## config.mk

```make
export PLATFORM = sky130hd
export DESIGN_NAME = id3v2_frame_parser_core
export DESIGN_NICKNAME = d
export VERILOG_FILES = /design/src/hdl/id3fp_pkg.sv /design/src/hdl/id3v2_frame_parser_core.sv
export SDC_FILE = /design/constraint.sdc
export NUM_CORES = 2
export LEC_CHECK = 0
export ABC_AREA = 1
export BUFFER_PORTS_ARGS = -buffer_cell sky130_fd_sc_hd__buf_2
export CAP_MARGIN = 20
export CELL_PAD_IN_SITES_DETAIL_PLACEMENT = 1
export CELL_PAD_IN_SITES_GLOBAL_PLACEMENT = 1
export CORE_UTILIZATION = 32
export DETAILED_ROUTE_END_ITERATION = 10
export PLACE_DENSITY = 0.65
export SYNTH_ARGS = -nofsm -noshare
export SYNTH_HDL_FRONTEND = slang
export SYNTH_SLANG_ARGS = --single-unit
export TNS_END_PERCENT = 20
```

## constraint.sdc

```tcl
create_clock -name clk -period 5.5 [get_ports clk]
set_input_delay 0.55 -clock clk [delete_from_list [all_inputs] [get_ports clk]]
set_output_delay 0.55 -clock clk [all_outputs]
set_load 0.1 [all_outputs]
```

## src/hdl/id3fp_pkg.sv

```systemverilog
// Shared types and constants for the ID3v2 frame parser.
`timescale 1ns / 1ps
package id3fp_pkg;

  localparam int QDEPTH = 4;
  localparam int QPTR_W = 2;
  localparam int QCNT_W = 3;

  typedef enum logic [2:0] {
    K_TAG_HDR   = 3'd0,
    K_FRAME_HDR = 3'd1,
    K_BODY      = 3'd2,
    K_TAG_END   = 3'd3,
    K_NO_TAG    = 3'd4,
    K_TRUNC     = 3'd5
  } kind_t;

  typedef enum logic [5:0] {
    PH_MARKER     = 6'b000001,
    PH_HEADER     = 6'b000010,
    PH_FRAME_HDR  = 6'b000100,
    PH_FIRST_BODY = 6'b001000,
    PH_BODY       = 6'b010000,
    PH_DONE       = 6'b100000
  } phase_t;

  typedef struct packed {
    kind_t       kind;
    logic [7:0]  version_major;
    logic [7:0]  version_revision;
    logic [7:0]  tag_flags;
    logic [27:0] tag_len;
    logic [31:0] frm_id;
    logic [31:0] frm_size;
    logic [15:0] frame_flags;
    logic        zero_byte_present;
    logic [7:0]  body_byte;
    logic        last;
  } result_t;

  // "ID3"
  function automatic logic [7:0] marker_char(input logic [1:0] idx);
    logic [7:0] c;
    case (idx)
      2'd0:    c = 8'h49;
      2'd1:    c = 8'h44;
      2'd2:    c = 8'h33;
      default: c = 8'h00;
    endcase
    return c;
  endfunction

endpackage

```

## src/hdl/id3v2_frame_parser_core.sv

```systemverilog
// ID3v2 tag and frame parser core, one file byte per input transaction.
`timescale 1ns / 1ps
// Usage:
//   Input channel (in_valid / in_stall): one file byte per transaction in
//   in_data_byte; in_stream_end = 1 marks end of file (data ignored).
//   Output channel (out_valid / out_stall): one parsed record per
//   transaction, kind in out_kind; fields not belonging to the kind are 0.
//   Each input byte updates the parser state in the cycle it is taken and
//   writes zero, one or two records into a 4-entry output queue. The first
//   record of a byte is registered in the queue before it is offered.
//   Throughput: one byte per cycle while in_stall is low. Only the first
//   body byte of a frame yields two records; in_stall rises while fewer than
//   two queue entries are free, so the queue's single read port sets the
//   sustained rate of one record per cycle.
//   When the receiver stalls, the queue head holds and input stalls once
//   fewer than two queue entries are free. After tag end, no tag or
//   truncation, input bytes are taken and dropped.
//   Reset (synchronous, rst_n low) empties the queue and returns the parser
//   to the marker check; no clearing pass is needed.
module id3v2_frame_parser_core
  import id3fp_pkg::*;
(
  input  logic        clk,
  input  logic        rst_n,
  input  logic        in_valid,
  output logic        in_stall,
  input  logic [7:0]  in_data_byte,
  input  logic        in_stream_end,
  output logic        out_valid,
  input  logic        out_stall,
  output logic [2:0]  out_kind,
  output logic [7:0]  out_version_major,
  output logic [7:0]  out_version_revision,
  output logic [7:0]  out_tag_flags,
  output logic [27:0] out_tag_len,
  output logic [31:0] out_frm_id,
  output logic [31:0] out_frm_size,
  output logic [15:0] out_frame_flags,
  output logic        out_zero_byte_present,
  output logic [7:0]  out_body_byte,
  output logic        out_last
);

  phase_t      phase_r, phase_nxt;
  logic [3:0]  field_count_r, field_count_nxt;
  logic [31:0] shift_word_r, shift_word_nxt;
  logic [27:0] tag_len_r, tag_len_nxt;
  logic [32:0] consumed_r, consumed_nxt;
  logic [31:0] frm_id_r, frm_id_nxt;
  logic [31:0] frm_size_r, frm_size_nxt;
  logic [15:0] frame_flags_r, frame_flags_nxt;
  logic [31:0] body_left_r, body_left_nxt;
  logic [23:0] header_bytes_r, header_bytes_nxt;

  result_t             queue_r [QDEPTH];
  logic [QPTR_W-1:0]   wr_ptr_r, rd_ptr_r;
  logic [QCNT_W-1:0]   count_r;

  result_t     res0, res1;
  logic [1:0]  push_n;
  logic        in_xact, out_xact;
  result_t     head;

  assign in_stall  = count_r > QCNT_W'(QDEPTH - 2);
  assign in_xact   = in_valid && !in_stall;
  assign out_valid = count_r != '0;
  assign out_xact  = out_valid && !out_stall;

  always_comb begin
    phase_nxt        = phase_r;
    field_count_nxt  = field_count_r;
    shift_word_nxt   = shift_word_r;
    tag_len_nxt      = tag_len_r;
    consumed_nxt     = consumed_r;
    frm_id_nxt       = frm_id_r;
    frm_size_nxt     = frm_size_r;
    frame_flags_nxt  = frame_flags_r;
    body_left_nxt    = body_left_r;
    header_bytes_nxt = header_bytes_r;
    res0             = '0;
    res1             = '0;
    push_n           = 2'd0;
    if (in_xact) begin
      case (phase_r)
        PH_MARKER: begin
          if (in_stream_end || in_data_byte != marker_char(field_count_r[1:0])) begin
            res0.kind = K_NO_TAG;
            push_n    = 2'd1;
            phase_nxt = PH_DONE;
          end else if (field_count_r == 4'd2) begin
            phase_nxt       = PH_HEADER;
            field_count_nxt = '0;
          end else begin
            field_count_nxt = field_count_r + 4'd1;
          end
        end
        PH_HEADER: begin
          if (in_stream_end) begin
            res0.kind = K_TRUNC;
            push_n    = 2'd1;
            phase_nxt = PH_DONE;
          end else begin
            if (field_count_r < 4'd3) begin
              header_bytes_nxt = {header_bytes_r[15:0], in_data_byte};
            end else begin
              shift_word_nxt = {4'b0, shift_word_r[20:0], in_data_byte[6:0]};
            end
            field_count_nxt = field_count_r + 4'd1;
            if (field_count_r == 4'd6) begin
              tag_len_nxt            = shift_word_nxt[27:0];
              res0.kind              = K_TAG_HDR;
              res0.version_major     = header_bytes_nxt[23:16];
              res0.version_revision  = header_bytes_nxt[15:8];
              res0.tag_flags         = header_bytes_nxt[7:0];
              res0.tag_len           = shift_word_nxt[27:0];
              push_n                 = 2'd1;
              consumed_nxt           = '0;
              phase_nxt              = PH_FRAME_HDR;
              field_count_nxt        = '0;
            end
          end
        end
        PH_FRAME_HDR: begin
          if (field_count_r == 4'd0 && consumed_r >= {5'b0, tag_len_r}) begin
            res0.kind = K_TAG_END;
            push_n    = 2'd1;
            phase_nxt = PH_DONE;
          end else if (in_stream_end) begin
            res0.kind = K_TRUNC;
            push_n    = 2'd1;
            phase_nxt = PH_DONE;
          end else begin
            shift_word_nxt  = {shift_word_r[23:0], in_data_byte};
            field_count_nxt = field_count_r + 4'd1;
            if (field_count_r == 4'd3) begin
              frm_id_nxt = shift_word_nxt;
            end else if (field_count_r == 4'd7) begin
              frm_size_nxt = shift_word_nxt;
            end else if (field_count_r >= 4'd9) begin
              frame_flags_nxt = shift_word_nxt[15:0];
              field_count_nxt = '0;
              if (frm_size_r == '0) begin
                res0.kind = K_TAG_END;
                push_n    = 2'd1;
                phase_nxt = PH_DONE;
              end else begin
                consumed_nxt = consumed_r + {1'b0, frm_size_r} + 33'd10;
                phase_nxt    = PH_FIRST_BODY;
              end
            end
          end
        end
        PH_FIRST_BODY: begin
          if (in_stream_end) begin
            res0.kind = K_TRUNC;
            push_n    = 2'd1;
            phase_nxt = PH_DONE;
          end else begin
            res0.kind              = K_FRAME_HDR;
            res0.frm_id            = frm_id_r;
            res0.frm_size          = frm_size_r;
            res0.frame_flags       = frame_flags_r;
            res0.zero_byte_present = in_data_byte == 8'h00;
            body_left_nxt          = frm_size_r - 32'd1;
            push_n                 = 2'd1;
            if (in_data_byte != 8'h00) begin
              res1.kind      = K_BODY;
              res1.body_byte = in_data_byte;
              res1.last      = body_left_nxt == '0;
              push_n         = 2'd2;
            end
            field_count_nxt = '0;
            phase_nxt       = (body_left_nxt == '0) ? PH_FRAME_HDR : PH_BODY;
          end
        end
        PH_BODY: begin
          if (in_stream_end) begin
            res0.kind = K_TRUNC;
            push_n    = 2'd1;
            phase_nxt = PH_DONE;
          end else begin
            res0.kind      = K_BODY;
            res0.body_byte = in_data_byte;
            res0.last      = body_left_r <= 32'd1;
            push_n         = 2'd1;
            if (body_left_r != '0) begin
              body_left_nxt = body_left_r - 32'd1;
            end
            if (body_left_nxt == '0) begin
              phase_nxt       = PH_FRAME_HDR;
              field_count_nxt = '0;
            end
          end
        end
        default: begin
        end
      endcase
    end
  end

  always_ff @(posedge clk) begin
    if (!rst_n) begin
      phase_r        <= PH_MARKER;
      field_count_r  <= '0;
      shift_word_r   <= '0;
      tag_len_r      <= '0;
      consumed_r     <= '0;
      frm_id_r       <= '0;
      frm_size_r     <= '0;
      frame_flags_r  <= '0;
      body_left_r    <= '0;
      header_bytes_r <= '0;
      wr_ptr_r       <= '0;
      rd_ptr_r       <= '0;
      count_r        <= '0;
    end else begin
      phase_r        <= phase_nxt;
      field_count_r  <= field_count_nxt;
      shift_word_r   <= shift_word_nxt;
      tag_len_r      <= tag_len_nxt;
      consumed_r     <= consumed_nxt;
      frm_id_r       <= frm_id_nxt;
      frm_size_r     <= frm_size_nxt;
      frame_flags_r  <= frame_flags_nxt;
      body_left_r    <= body_left_nxt;
      header_bytes_r <= header_bytes_nxt;
      wr_ptr_r       <= wr_ptr_r + QPTR_W'(push_n);
      if (out_xact) begin
        rd_ptr_r <= rd_ptr_r + QPTR_W'(1);
      end
      count_r <= count_r + QCNT_W'(push_n) - QCNT_W'(out_xact);
    end
  end

  always_ff @(posedge clk) begin
    if (push_n != 2'd0) begin
      queue_r[wr_ptr_r] <= res0;
    end
    if (push_n == 2'd2) begin
      queue_r[wr_ptr_r + QPTR_W'(1)] <= res1;
    end
  end

  assign head                  = queue_r[rd_ptr_r];
  assign out_kind              = head.kind;
  assign out_version_major     = head.version_major;
  assign out_version_revision  = head.version_revision;
  assign out_tag_flags         = head.tag_flags;
  assign out_tag_len           = head.tag_len;
  assign out_frm_id            = head.frm_id;
  assign out_frm_size          = head.frm_size;
  assign out_frame_flags       = head.frame_flags;
  assign out_zero_byte_present = head.zero_byte_present;
  assign out_body_byte         = head.body_byte;
  assign out_last              = head.last;

endmodule

```

# Word-level counts from Yosys, hierarchy flattened
# Memories as Yosys holds them, arrays and structs flattened. A register that Yosys moved wholly into a read port is not among the register bits.
# Cells that the tools add are included.
# op_classes
add_sub_neg	10
n_mul	0
div_mod_pow	0
magnitude_cmp	5
eq_ne	31
shift	0
muxes	99
bitwise_logic	4
n_reduce_logical	29
# ops
cell	count
two-way mux 33 bit	8
two-way mux 32 bit	6
two-way mux 81 bit	2
two-way mux 52 bit	3
two-way mux 145 bit	1
two-way mux 28 bit	4
logical NOT 32 bit	3
two-way mux 6 bit	13
one-hot mux 33 bit (2 select lines)	1
one-hot mux 32 bit (2 select lines)	1
subtractor 32 x 1 -> 32 bit (second input constant)	2
one-hot mux 28 bit (2 select lines)	1
two-way mux 9 bit	6
two-way mux 4 bit	12
adder 33 x 32 -> 33 bit	1
adder 33 x 4 -> 33 bit (second input constant)	1
greater-or-equal comparator 33 x 28 -> 1 bit	1
<= comparator 32 x 1 -> 1 bit (second input constant)	1
nonzero test 32 bit	1
one-hot mux 6 bit (5 select lines)	1
two-way mux 2 bit	14
two-way mux 24 bit	1
inequality test 2 bit (second input constant)	12
one-hot mux 7 bit (3 select lines)	1
46 further kinds	81
# totals
ff_bits	242
latchBits	0
mem_bits_rw	580
rom_bits	0
input_bits	13
out_inout_bits	147
elab_cells	192
n_memories	1
# memory_table
memory	words	width	read_ports	rd_ports_with_merged_regs	write_ports	line	rtl
queue_r	4	145	1	1	2	id3v2_frame_parser_core.sv:55	result_t queue_r [QDEPTH];

# Longest topological paths before layout
# depth
word_depth	12
depth_mapped	24
ltp_nobuf	23

# Worst setup path after synthesis
# Ideal clock, no wire load.
# synth_timing
path_type	flip-flop to output port
startpoint	register (tool-made name)
endpoint	output port out_tag_len[11]
arrival_time_ps	3242
setup_slack_ps	1708
path_stages_with_launch	6
path_cell_list	dfxtp_1 -> clkbuf_1 -> clkbuf_1 -> clkbuf_1 -> nor2_1 -> o21ai_0
# synth_lines
item	line	rtl
to (decl)	id3v2_frame_parser_core.sv:35	output logic [27:0] out_tag_len,

==> key figures <==
Status
  – Status: complete, but fails checks
  – Failing checks: design-rule violations

Synth
  – Synth warn: 0
  – Post-synthesis net count: 6,430
  – Yosys reg bits: 824
  – Mapped Area: 43,200 um2
  – Post-synth top flop: dfxtp_1
  – Ys async rst share: 0
  – Distinct cell type count after synthesis: 57
  – Top-area cell type share of the netlist area: 0.364
  – Register area share after synthesis: 0.391
  – Post-synth EDFFs: 40
  – Multiplexer share of the synthesized area: 0.00417
  – Largest area contributor in the netlist: dfxtp_1
  – Syn Inst Count: 6,308
  – Avg Cell Area, Syn: 6.84 um2
  – Top cells by area, synth: dfxtp_1 36%, nand2_1 9.0%, nand3_1 8.9%
  – Synth Area in Compound Gates: 0.193
  – XOR/XNOR Fraction of Synth Area: 0.00852
  – Adder-cell share of the synthesized area: 0.0319
  – Largest family of logic cells by synthesized area: simple AND/OR/NAND/NOR gates
  – Simple-gate area share of the yosys netlist: 0.288

Setup path
  – CP max-delay cell: inv_8
  – Crit path required time: 4.95 ns
  – RR Endpoint: frm_size_r[8]
  – Critical path's top delay family: buffers and inverters
  – CP bufs+invs: 3
  – CP Depth: 5
  – Crit. End Element: output pin
  – Reg2Reg Launch Point: phase_r[4]
  – Arrival @ worst endpoint: 3.44 ns
  – CP peak stage delay: 0.55 ns
  – Reg2Reg Setup Slack: 1.58 ns
  – Worst-path fanout max: 111
  – Setup crit end: out_frm_size[26]
  – R2R depth: 9
  – Crit start category: flip-flop
  – Setup CP Type: flip-flop to output pin
  – CP Cell Sequence: inv_8 -> buf_12 -> o21ai_0 -> o22ai_1 -> buf_2

Floorplan
  – Die Width: 369 um
  – # rows: 134
  – Die span in y: 369 um
  – I/O Pins: 160
  – Starting Density: 0.323
  – Die area: 136,000 um2
  – Core Footprint: 134,000 um2

Clocking
  – Total CTS buffers: 98
  – Clock Sinks: 824
  – Hold_buf cts: 0
  – Worst-Skew Late Latency: 0.72 ns
  – Worst-path clk slew: 0.05 ns
  – Post-CTS Setup Repair Bufs: 0
  – CTS max path bufs: 3
  – Root buffer cell: clkbuf_16
  – CTS resizes: 0
  – TritonCTS clock tree: yes
  – CTS H-Tree Depth: 3

Placed design
  – GP Congestion: 0.935
  – Port Buf Inserts: 159
  – Hpwl dp: 110 mm

Drt
  – DR WL/cell: 21.6 um
  – DR pass1 iterations: 8
  – Routed wire length: 173 mm
  – DR iter-0 viols: 3,368
  – Drt via density: 5.45
  – Vias: 43,500
  – # DRC: 26
  – Remaining antenna violation count: 0

Layout
  – FF+latch area: 16,900 um2
  – Filler cells: 16,700
  – Proportion of layout cells with a drive suffix above 1: 0.0831
  – Synthesis-to-finish area growth: 10.9%
  – Total Nets Final: 6,273
  – Final core occ: 0.358
  – Multi-input gate area: 22,700 um2

Timing
  – Least-Margin Pin Slew: 1.39 ns
  – Setup violators final: 0
  – Clock skew: 0.0266 ns
  – Fin Setup TNS: 0 ns
  – Slew margin rel.: 0.0766
  – Final hold violation count: 0
  – Final worst path period share: 0.725
  – Worst Hold Margin: 0.328 ns
  – Max Slew Vio Count: 0
  – Final min period: 3.99 ns
  – Fmax: 0.251 GHz
  – Unrepaired setup endpoints after global routing: no

Worst hold path
  – HP Class: input pin to flip-flop

Power and ir drop
  – VDD IR max: 0.000427 V
  – Cell Pwr Density: 521 nW/um2
  – Leakage: 21.3 nW

Global routing
  – Pin count of the biggest net entering global routing: 202
  – Initial antenna violation count: 11
  – Total GRT Usage: 0.249
  – Vias in the first global route: 43,000
  – Global-route wire length before repair: 266 mm
  – Grt total ovfl: 0

Flow run
  – Max Cap Viol: 0
-- stage by stage --
stage	power (mW)	std cells	instance area, um2	worst slack [ns]
detailed placement	18.4	7818	44700	1.67
finish	24.9	7989	47900	1.51
floorplan	16.2	6308	43200	1.71
CTS	25.1	7986	47900	1.50
global placement	18.2	7818	44700	1.78
global route	26.3	7987	47900	1.29
-- cells in the mapped netlist (5+ instances only) --
cell	instances
or2_2	22
clkbuf_1	330
nand2_2	11
nand4_1	27
ha_1	107
inv_2	19
inv_1	302
a21o_1	5
nand2_4	5
o21a_1	5
edfxtp_1	40
nand3_1	765
nor3_1	35
xnor2_1	13
o22ai_1	159
a21oi_1	638
nor2_4	6
a21oi_2	20
a211oi_1	29
buf_2	70
o221ai_1	6
nor2_2	10
o21ai_0	560
buf_1	35
xor2_1	29
mux2_2	16
a31oi_1	6
buf_6	55
o22ai_2	8
a221oi_1	11
dfxtp_1	784
nor2_1	1012
o21ai_1	91
nand2_1	1032
-- how the worst min path moves through the flow --
stage | start | to | slack [ns] | cells after the start
final | out_stall | flip-flop | 0.33 | 4
after global placement | frame_flags_r[12] | frame_flags_r[12] | 0.44 | 2
after detailed placement | frame_flags_r[14] | frame_flags_r[14] | 0.44 | 2
after global routing | in_data_byte[5] | frm_size_r[5] | 0.31 | 3
after floorplan | frame_flags_r[0] | frame_flags_r[0] | 0.42 | 2
after CTS | in_data_byte[5] | frm_size_r[5] | 0.25 | 3
-- metal layers --
| metal | global-route usage | vias up | part of all wire |
|---|---|---|---|
| met3 | 0.0285 | 213 | 0.047 |
| met4 | 0.0768 | 8 | 0.027 |
| met1 | 0.346 | 21500 | 0.47 |
| li1 | - | 20900 | - |
| met2 | 0.401 | 961 | 0.45 |
| met5 | 0 | - | 0.00029 |
-- flip-flops by register name (all words and copies together), names as in the netlist, named ones only --
register,cells
header_bytes_r,24
phase_r,6
body_left_r,32
frame_flags_r,16
field_count_r,4
shift_word_r,28
rd_ptr_r,2
frm_size_r,32
count_r,3
tag_len_r,28
frm_id_r,32
wr_ptr_r,2
queue_r,580
consumed_r,33
-- tightest hold or removal path: cells and delay by family --
kind | cells | cell delay (ns)
buffers and inverters | 1 | 0.10
AOI/OAI and AO/OA | 1 | 0.13
and+or+nand+nor | 2 | 0.22
-- cells by family after synthesis --
group,count (synthesis)
AO/OA/AOI/OAI,1553
XOR/XNOR,42
adder cells (fa/ha/maj),109
buffers and inverters,820
flip-flops,824
multiplexers,16
AND/OR/NAND/NOR,2944
-- cell usage in the layout (no fill, tap or decap), types with 29 or more instances in the layout --
cell	synthesis	final
nor2_1	1012	1008
a21oi_1	638	638
edfxtp_1	40	40
a211oi_1	29	29
nand2_1	1032	1028
o21ai_0	560	560
clkbuf_16	0	102
xor2_1	29	29
buf_2	70	159
buf_4	3	63
inv_1	302	300
ha_1	107	107
dfxtp_1	784	782
nand3_1	765	764
o21ai_1	91	91
o22ai_1	159	159
nor3_1	35	34
-- report_power, final --
| part | switching (mW) | total [mW] | internal, mW | leakage [nW] |
|---|---|---|---|---|
| combinational | 8.09 | 10.3 | 2.16 | 13.0 |
| clock | 2.70 | 6.61 | 3.91 | 1.55 |
| sequential | 0.693 | 8.07 | 7.38 | 6.73 |
| total | 11.5 | 24.9 | 13.4 | 21.3 |
-- final cells by class --
cell class / count / share of cell area
multi-input cells: 4664 / 0.475
flip-flops and latches: 824 / 0.353
clock buffers: 145 / 0.0600
well taps: 1768 / 0.0462
repair buffers: 238 / 0.0332
inverters: 325 / 0.0261
clock inverters: 23 / 0.00645
diodes: 2 / 0.000105
Power figures use the tool's default switching activity.
